==> src/rtl/ite_pkg.sv <==
package ite_pkg;

    localparam int unsigned ENTRIES_DEFAULT = 64;
    localparam int unsigned KEY_W           = 64;
    localparam int unsigned TIME_W          = 32;
    localparam int unsigned CODE_W          = 3;

    localparam logic [TIME_W-1:0] MAX_COLD_RESET = TIME_W'(3600);

    localparam logic ACT_TOUCH = 1'b0;
    localparam logic ACT_SWEEP = 1'b1;

    localparam logic [CODE_W-1:0] CODE_UPDATED  = 3'd0;
    localparam logic [CODE_W-1:0] CODE_INSERTED = 3'd1;
    localparam logic [CODE_W-1:0] CODE_DROPPED  = 3'd2;
    localparam logic [CODE_W-1:0] CODE_EVICTED  = 3'd3;
    localparam logic [CODE_W-1:0] CODE_NONE     = 3'd4;

    typedef enum logic [3:0] {
        ST_IDLE = 4'b0001,
        ST_SCAN = 4'b0010,
        ST_WAIT = 4'b0100,
        ST_DONE = 4'b1000
    } state_t;

    typedef struct packed {
        logic              wr_en;
        logic [KEY_W-1:0]  wr_key;
        logic [TIME_W-1:0] wr_time;
        logic              rd_en;
    } mem_req_t;

endpackage

==> src/rtl/ite_ctrl.sv <==
module ite_ctrl
    import ite_pkg::*;
#(
    parameter int unsigned DEPTH = ENTRIES_DEFAULT,
    parameter int unsigned AW    = (DEPTH > 1) ? $clog2(DEPTH) : 1
)
(
    input  logic              clk,
    input  logic              rst_n,
    input  logic              start,
    output logic              busy,
    input  logic              action,
    input  logic [KEY_W-1:0]  key,
    input  logic [TIME_W-1:0] now_secs,
    input  logic              cfg_we,
    input  logic [TIME_W-1:0] max_cold_secs,
    output logic              result_valid,
    output logic [CODE_W-1:0] code,
    output logic [KEY_W-1:0]  out_key,
    output logic              last,
    output mem_req_t          req,
    output logic [AW-1:0]     wr_addr,
    output logic [AW-1:0]     rd_addr,
    input  logic [KEY_W-1:0]  rd_key,
    input  logic [TIME_W-1:0] rd_time
);

    localparam logic [AW-1:0] LAST_IDX = AW'(DEPTH - 1);

    state_t            state_reg, state_next;
    logic [AW-1:0]     idx_reg, idx_next;
    logic              chk_vld_reg, chk_vld_next;
    logic [AW-1:0]     chk_idx_reg, chk_idx_next;
    logic [DEPTH-1:0]  valid_reg, valid_next;
    logic [TIME_W-1:0] max_cold_reg, max_cold_next;
    logic              act_reg, act_next;
    logic [KEY_W-1:0]  key_reg, key_next;
    logic [TIME_W-1:0] now_reg, now_next;
    logic              hit_reg, hit_next;
    logic [AW-1:0]     hit_idx_reg, hit_idx_next;
    logic              free_reg, free_next;
    logic [AW-1:0]     free_idx_reg, free_idx_next;
    logic              pend_reg, pend_next;
    logic [KEY_W-1:0]  pend_key_reg, pend_key_next;
    logic              res_vld_reg, res_vld_next;
    logic [CODE_W-1:0] code_reg, code_next;
    logic [KEY_W-1:0]  out_key_reg, out_key_next;
    logic              last_reg, last_next;
    logic [TIME_W-1:0] idle;
    logic              chk_slot_vld;

    assign idle         = now_reg - rd_time;
    assign chk_slot_vld = valid_reg[chk_idx_reg];

    always_comb
    begin
        state_next    = state_reg;
        idx_next      = idx_reg;
        chk_vld_next  = 1'b0;
        chk_idx_next  = idx_reg;
        valid_next    = valid_reg;
        max_cold_next = cfg_we ? max_cold_secs : max_cold_reg;
        act_next      = act_reg;
        key_next      = key_reg;
        now_next      = now_reg;
        hit_next      = hit_reg;
        hit_idx_next  = hit_idx_reg;
        free_next     = free_reg;
        free_idx_next = free_idx_reg;
        pend_next     = pend_reg;
        pend_key_next = pend_key_reg;
        res_vld_next  = 1'b0;
        code_next     = code_reg;
        out_key_next  = out_key_reg;
        last_next     = last_reg;
        req.wr_en     = 1'b0;
        req.wr_key    = key_reg;
        req.wr_time   = now_reg;
        req.rd_en     = 1'b0;
        wr_addr       = hit_reg ? hit_idx_reg : free_idx_reg;
        rd_addr       = idx_reg;

        if (chk_vld_reg)
        begin
            if (act_reg == ACT_TOUCH)
            begin
                if (chk_slot_vld && !hit_reg && (rd_key == key_reg))
                begin
                    hit_next     = 1'b1;
                    hit_idx_next = chk_idx_reg;
                end
                if (!chk_slot_vld && !free_reg)
                begin
                    free_next     = 1'b1;
                    free_idx_next = chk_idx_reg;
                end
            end
            else if (chk_slot_vld && (idle > max_cold_reg))
            begin
                valid_next[chk_idx_reg] = 1'b0;
                if (pend_reg)
                begin
                    res_vld_next = 1'b1;
                    code_next    = CODE_EVICTED;
                    out_key_next = pend_key_reg;
                    last_next    = 1'b0;
                end
                pend_next     = 1'b1;
                pend_key_next = rd_key;
            end
        end

        case (state_reg)
            ST_IDLE:
            begin
                if (start)
                begin
                    act_next   = action;
                    key_next   = key;
                    now_next   = now_secs;
                    hit_next   = 1'b0;
                    free_next  = 1'b0;
                    pend_next  = 1'b0;
                    idx_next   = '0;
                    state_next = ST_SCAN;
                end
            end
            ST_SCAN:
            begin
                req.rd_en    = 1'b1;
                chk_vld_next = 1'b1;
                if (idx_reg == LAST_IDX)
                begin
                    state_next = ST_WAIT;
                end
                else
                begin
                    idx_next = idx_reg + AW'(1);
                end
            end
            ST_WAIT:
            begin
                state_next = ST_DONE;
            end
            ST_DONE:
            begin
                res_vld_next = 1'b1;
                last_next    = 1'b1;
                state_next   = ST_IDLE;
                if (act_reg == ACT_TOUCH)
                begin
                    out_key_next = key_reg;
                    if (hit_reg)
                    begin
                        req.wr_en = 1'b1;
                        code_next = CODE_UPDATED;
                    end
                    else if (free_reg)
                    begin
                        req.wr_en                = 1'b1;
                        valid_next[free_idx_reg] = 1'b1;
                        code_next                = CODE_INSERTED;
                    end
                    else
                    begin
                        code_next = CODE_DROPPED;
                    end
                end
                else if (pend_reg)
                begin
                    code_next    = CODE_EVICTED;
                    out_key_next = pend_key_reg;
                end
                else
                begin
                    code_next    = CODE_NONE;
                    out_key_next = '0;
                end
            end
            default:
            begin
                state_next = ST_IDLE;
            end
        endcase
    end

    always_ff @(posedge clk or negedge rst_n)
    begin
        if (!rst_n)
        begin
            state_reg    <= ST_IDLE;
            idx_reg      <= '0;
            chk_vld_reg  <= 1'b0;
            valid_reg    <= '0;
            max_cold_reg <= MAX_COLD_RESET;
            hit_reg      <= 1'b0;
            free_reg     <= 1'b0;
            pend_reg     <= 1'b0;
            res_vld_reg  <= 1'b0;
        end
        else
        begin
            state_reg    <= state_next;
            idx_reg      <= idx_next;
            chk_vld_reg  <= chk_vld_next;
            valid_reg    <= valid_next;
            max_cold_reg <= max_cold_next;
            hit_reg      <= hit_next;
            free_reg     <= free_next;
            pend_reg     <= pend_next;
            res_vld_reg  <= res_vld_next;
        end
    end

    always_ff @(posedge clk)
    begin
        chk_idx_reg  <= chk_idx_next;
        act_reg      <= act_next;
        key_reg      <= key_next;
        now_reg      <= now_next;
        hit_idx_reg  <= hit_idx_next;
        free_idx_reg <= free_idx_next;
        pend_key_reg <= pend_key_next;
        code_reg     <= code_next;
        out_key_reg  <= out_key_next;
        last_reg     <= last_next;
    end

    assign busy         = (state_reg != ST_IDLE);
    assign result_valid = res_vld_reg;
    assign code         = code_reg;
    assign out_key      = out_key_reg;
    assign last         = last_reg;

endmodule

==> config.mk <==
export PLATFORM = sky130hd
export DESIGN_NAME = ite_ctrl
export DESIGN_NICKNAME = d
export VERILOG_FILES = /design/src/rtl/ite_pkg.sv /design/src/rtl/ite_ctrl.sv
export SDC_FILE = /design/constraint.sdc
export NUM_CORES = 1
export LEC_CHECK = 0
export ABC_AREA = 1
export BUFFER_PORTS_ARGS = -buffer_cell sky130_fd_sc_hd__buf_2
export CAP_MARGIN = 20
export CORE_ASPECT_RATIO = 2
export CORE_MARGIN = 3
export CORE_UTILIZATION = 30
export DETAILED_ROUTE_END_ITERATION = 8
export PLACE_DENSITY = 0.54
export SLEW_MARGIN = 10
export SYNTH_ARGS = -nofsm -noshare
export SYNTH_HDL_FRONTEND = slang
export SYNTH_SLANG_ARGS = --single-unit
==> constraint.sdc <==
create_clock -name clk -period 6.76 [get_ports clk]
set_input_delay 0.676 -clock clk [delete_from_list [all_inputs] [get_ports clk]]
set_output_delay 0.676 -clock clk [all_outputs]
set_load 0.01 [all_outputs]
Yosys cells after proc, flatten, opt, wreduce, memory -nomap -nowiden
Index checks and enable logic that the tools add are counted.
{"block": "totals", "ff_bits": 358, "input_bits": 229, "out_inout_bits": 180, "word_cells": 123}
{"block": "classes", "n_bitwise": 4, "n_lt_le_gt_ge": 5, "n_addsub": 2, "n_reduce_logical": 22, "eq_ne": 10, "n_mux": 61}
{"op": "$mux 64", "n": 14}
{"op": "$and 64x64->64", "n": 1}
{"op": "$eq 64x64->1", "n": 1}
{"op": "$not 64->64", "n": 1}
{"op": "$or 64x64->64", "n": 1}
{"op": "$gt 32x32->1", "n": 1}
{"op": "$sub 32x32->32", "n": 1}
{"op": "$mux 1", "n": 28}
{"op": "$mux 3", "n": 7}
{"op": "$mux 6", "n": 3}
{"op": "$lt 6x7->1 const B", "n": 2}
{"op": "$demux 1 s6", "n": 2}
{"op": "$ge 6x1->1 const B", "n": 2}
{"op": "$pmux 4 s3", "n": 1}
{"op": "$pmux 6 s2", "n": 1}
{"op": "$reduce_and 3->1", "n": 4}
{"op": "$reduce_bool 2->1", "n": 5}
{"op": "$mux 4", "n": 2}
{"op": "$reduce_and 4->1", "n": 2}
{"op": "$add 6x1->6 const B", "n": 1}
{"op": "$bmux 1 s6", "n": 1}
{"op": "$eq 6x6->1 const B", "n": 1}
{"op": "$logic_and 1x1->1", "n": 6}
{"op": "$ne 2x2->1 const B", "n": 3}
{"op": "9 further kinds", "n": 13}

Depth between registers and ports, before layout
{"block": "depth", "ltp_word": 14, "depth_mapped": 27, "depth_no_buf": 25}

Least setup slack after synthesis
OpenSTA, ideal clock, no wires.
{"block": "synth_path", "path_kind": "input-to-reg", "from": "input port rd_time[0]", "to": "register code_reg[0] (netlist: code[0]), enable pin", "setup_ns": 0.427, "arrival_time_ns": 4.796, "path_slack_ns": 1.537, "path_stages": 22, "t_required_ns": 6.333, "n_path_buf": 1, "path_cell_list": "ha_1 > inv_1 > fa_1 > nand3_1 > nand2_1 > a21oi_1 > o21bai_1 > nand2_1 > nand2_1 > nand3_1 > nand2_1 > xor2_1 > ha_1 > nand2_1 > nor2_1 > nand4_1 > a21oi_1 > nor2_1 > a21oi_1 > buf_2 > nand4_1 > nand2_1"}
{"block": "synth_via", "elab_chain_cells": 5}
{"item": "start: declaration", "line_no": "ite_ctrl.sv:25", "source": "input logic [TIME_W-1:0] rd_time"}
{"item": "$sub 32x32->32", "line_no": "ite_ctrl.sv:52", "source": "assign idle = now_reg - rd_time;"}
{"item": "$gt 32x32->1", "line_no": "ite_ctrl.sv:98", "source": "else if (chk_slot_vld && (idle > max_cold_reg))"}
{"item": "$logic_and 1x1->1", "line_no": "ite_ctrl.sv:98"}
{"item": "$reduce_bool 2->1 (no line)"}
{"item": "$reduce_and 4->1 (no line)"}
{"item": "end signal: assignment", "line_no": "ite_ctrl.sv:224", "source": "code_reg <= code_next;"}
{"item": "end: declaration", "line_no": "ite_ctrl.sv:46", "source": "logic [CODE_W-1:0] code_reg, code_next;"}
No other way between the ends.
A chain may end at the register's enable or synchronous reset.

Final worst setup path
{"block": "layout_path", "from": "register now_reg[0]", "to": "register pend_key_reg[50], enable pin"}
{"block": "layout_via", "elab_chain_cells": 4}
{"item": "start: declaration", "line_no": "ite_ctrl.sv:38", "source": "logic [TIME_W-1:0] now_reg, now_next;"}
{"item": "start signal: assignment", "line_no": "ite_ctrl.sv:220", "source": "now_reg <= now_next;"}
{"item": "$sub 32x32->32", "line_no": "ite_ctrl.sv:52"}
{"item": "$gt 32x32->1", "line_no": "ite_ctrl.sv:98"}
{"item": "$logic_and 1x1->1", "line_no": "ite_ctrl.sv:98"}
{"item": "$reduce_and 3->1 (no line)"}
{"item": "end signal: assignment", "line_no": "ite_ctrl.sv:223", "source": "pend_key_reg <= pend_key_next;"}
{"item": "end: declaration", "line_no": "ite_ctrl.sv:44", "source": "logic [KEY_W-1:0] pend_key_reg, pend_key_next;"}
No other way between the ends.

==> results.toml <==
[outcome]
status = "complete, no violations"

[timing]
fmax_mhz = 192
rsz_0062_raised_after_global_routing = "false"
finalMaxSlewViolations = 0
fin_ws_ps = 1540
skew_ps = 20.1
timing.final.setup_violations = 0
totalNegativeSetupSlack_ps = 0
final_hold_viol_count = 0
max_slew.worst_pin.slew_ps = 1200
fin_crit_ps = 5220
final.period_utilization = 0.772
max_slew_margin = 0.194

[grt]
grt_pass1_wl_mm = 95.1
met2_usage = 0.376
number_of_antenna_violations_at_the_first_check_in_global_routing = 15
global_router_s_overall_resource_usage = 0.203
first_global_vias = 15800
maximum_number_of_pins_on_one_net_before_global_route_repair = 72
met3_usage = 0.0449
groute.layer.met1.usage = 0.210
global_route.overflow_total = 0
grt-busiest-layer = "met2"

[routing]
drt_pass1_iterations = 5
drc_errors = 0
post_drt_via_cell_ratio = 4.82
finalWirelength_mm = 64.8
detail-route-antenna-nets = 0
vias = 15100
routed_wire_length_per_instance_um = 20.7
drt-initial-drc-count = 839

[placed_design]
post-dp-hpwl_mm = 50.0
port-buffer-count = 408
finalWeightedCongestion = 0.992
pre_cts_slack_ps = 1300

[setup_path]
path_common_cell = "sky130_fd_sc_hd__nand2_1"
timing.critical_path.fanout_max = 35
path_buf_inv = 5
critical_path.endpoint_type = "flip-flop"
crit-reg2reg-launch = "now_reg[0]"
timing.critical_path.slowest_stage_cell = "sky130_fd_sc_hd__inv_2"
crit_start = "now_reg[0]"
timing.critical_path.required_ps = 7000
path_class = "flip-flop to flip-flop"
timing.critical_path.from_type = "flip-flop"
setup.worst_path.end = "pend_key_reg[50]"
reg2reg_to = "pend_key_reg[50]"
worstPathArrival_ps = 5460
timing.critical_path.depth = 24
worst_path_cell_chain = "inv_1 > ha_1 > inv_1 > fa_1 > nand3_1 > nand2_1 > a21oi_1 > o21bai_1 > nand2_1 > nand2_1 > nand3_1 > nand2_1 > xor2_1 > ha_1 > nand2_1 > nor2_1 > nand4_1 > a21oi_1 > nor2_1 > a21oi_1 > buf_4 > nand3_1 > inv_2 > buf_12"
critPathMaxStageDelay_ps = 570
r2r.worst_path.cells = 24
crit_path_leading_delay_family = "simple AND/OR/NAND/NOR gates"
rrSetupSlack_ps = 1540

[cts]
cts_root_buf = "sky130_fd_sc_hd__clkbuf_16"
cts_htree_levels = 2
cts_buffer_depth = 3
clock_latency_ps = 570
cts_made_buffers = 37
cts_setup_buffers = 0
clkSlewWorstSetupHoldPaths_ps = 70
post_cts_resized = 0
cts_tree = "done"
cts_sinks = 358
hold_buffers = 0

[logic_synthesis]
synth.mux.area_fraction = 0.000631
postSynthRegisterBits = 358
number_of_instances_in_the_synthesized_netlist = 1918
post_synth_num_cell_types = 41
post_synth_adder_cell_area = 0.0460
yosysTopAreaCellShare = 0.404
synth.largest_area_cell = "sky130_fd_sc_hd__edfxtp_1"
synth.net_count = 2212
synth_top_family_by_area = "simple AND/OR/NAND/NOR gates"
synth-compound-area-share = 0.100
post_synth_and_or_nand_nor_area_fraction = 0.192
post_synthesis_cell_area_um2 = 17900
share_of_synthesized_area_occupied_by_flip_flops_and_latches = 0.567
synth.top_cells.by_area = "sky130_fd_sc_hd__edfxtp_1, sky130_fd_sc_hd__dfrtp_1, sky130_fd_sc_hd__nand2_1, sky130_fd_sc_hd__inv_1, sky130_fd_sc_hd__ha_1"
synth-xor-area-share = 0.0191
synth_area_per_cell_um2 = 9.31
yosysWarnings = 0

[power]
comb_power_share = 0.295
p_leak_nw = 9.70
switching_power_summed_over_all_nets_w = 0.00258
seq_power_share = 0.405
clkPwrFrac = 0.300
powerDensity_nw_per_um2 = 316
cell_internal_pwr_w = 0.00440
power.switching_fraction = 0.370
peakVddDrop_mv = 0.232

[finish]
synthToLayoutAreaGrowth_pct = 23.5
fin_nets = 2630
ff_latch_area_um2 = 10100
final.fill_count = 6046
post_route_cells_drive_above_1_share = 0.237
multi_input_area_um2 = 6460

[floorplan]
die_y_um = 351
floorplan.io_pins = 409
initial_core_util = 0.305
num_rows = 125
die-area_um2 = 62700
die_w_um = 179
coreArea_um2 = 58500

[worst_hold_path]
hold_wc_path_type = "primary input to asynchronous set/reset pin"

[run]
max-cap-violations = 0
[layout by cell type (no fill, tap or decap), drive strengths merged, types with 13 or more instances in the layout]
cell and n:
dfrtp 106, o21ai 153, ha 64, xnor2 16, nor3 46, edfxtp 240, buf 431, nand3 61
clkbuf 49, clkinv 13, nand4 25, inv 270, a21oi 59, xor2 23, o22ai 56, nor2 108
nand2 583, a21o 13
[synth_stat cells, drive strengths merged]
master and n:
a21boi 3, a21o 13, a21oi 59, a22o 1, a31oi 8, buf 33
clkbuf 21, clkinv 1, dfrtp 106, dfstp 5, dfxtp 7, edfxtp 240
fa 1, ha 64, inv 267, mux2 1, nand2 583, nand3 61
nand4 25, nor2 108, nor3 46, nor4 10, o211ai 2, o21a 2
o21ai 153, o21bai 2, o221ai 1, o22ai 56, xnor2 16, xor2 23
[logic make-up (layout without fill, tap and decap cells)]
kind of cell / Yosys count / count (layout)
other cells: 0 / 7
compound gates: 300 / 300
flops: 358 / 358
simple gates: 833 / 833
mux: 1 / 1
fa+ha+maj: 65 / 65
xor+xnor: 39 / 39
buf+inv: 322 / 769
[worst register-to-register path, cell delays in order (launching register included)]
cell and delay [ps]:
sky130_fd_sc_hd__edfxtp_1 420, sky130_fd_sc_hd__inv_1 80, sky130_fd_sc_hd__ha_1 150, sky130_fd_sc_hd__inv_1 60
sky130_fd_sc_hd__fa_1 400, sky130_fd_sc_hd__nand3_1 110, sky130_fd_sc_hd__nand2_1 110, sky130_fd_sc_hd__a21oi_1 320
sky130_fd_sc_hd__o21bai_1 250, sky130_fd_sc_hd__nand2_1 110, sky130_fd_sc_hd__nand2_1 150, sky130_fd_sc_hd__nand3_1 110
sky130_fd_sc_hd__nand2_1 70, sky130_fd_sc_hd__xor2_1 150, sky130_fd_sc_hd__ha_1 290, sky130_fd_sc_hd__nand2_1 70
sky130_fd_sc_hd__nor2_1 150, sky130_fd_sc_hd__nand4_1 200, sky130_fd_sc_hd__a21oi_1 180, sky130_fd_sc_hd__nor2_1 60
sky130_fd_sc_hd__a21oi_1 180, sky130_fd_sc_hd__buf_4 210, sky130_fd_sc_hd__nand3_1 140, sky130_fd_sc_hd__inv_2 570
sky130_fd_sc_hd__buf_12 350
[power by group through the flow]
stage	Sequential (W)	Clock [W]	Combinational [W]
floorplan	0.00283	0	0.00136
global placement	0.00287	0	0.00203
detailed placement	0.00287	0	0.00206
CTS	0.00283	0.00215	0.00207
global route	0.00285	0.00222	0.00231
finish	0.00282	0.00209	0.00206
[final cells by class]
cell class / instances / area share
antenna: 7 / 0.000794
clock buffer: 49 / 0.0440
clock inverter: 19 / 0.0106
inverter: 268 / 0.0457
multi-input combinational: 1238 / 0.293
sequential: 358 / 0.460
tap: 762 / 0.0432
timing repair buffer: 433 / 0.103
[metrics by stage]
stage                     hold WS [ps]  utilization  cell area [µm²]  std cells  total power [W]
final                              132        0.377            22000       3134          0.00697
after floorplan                    380            -            17900       1918          0.00419
after global routing               168        0.377            22000       3132          0.00739
after CTS                          146        0.376            22000       3124          0.00705
after detailed placement           428        0.355            20800       3056          0.00493
after global placement             419        0.355            20800       3054          0.00490
[routing by layer]
| layer | vias to the layer above | wire length (µm) |
|---|---|---|
| li1 | 7193 | - |
| met2 | 658 | 33900 |
| met5 | - | 89 |
| met1 | 7063 | 22600 |
| met4 | 14 | 3740 |
| met3 | 177 | 4510 |
[worst min path at each step]
stage | start | end | cells past startpoint
finish | rst_n | valid_reg[20] | 1
global route | rst_n | valid_reg[12] | 1
CTS | rst_n | valid_reg[20] | 1
detailed placement | rd_addr[3] | chk_idx_reg[3] | 0
global placement | rd_addr[3] | chk_idx_reg[3] | 0
floorplan | rst_n | chk_vld_reg | 0
No activity file was read; power rests on OpenSTA's default activity.
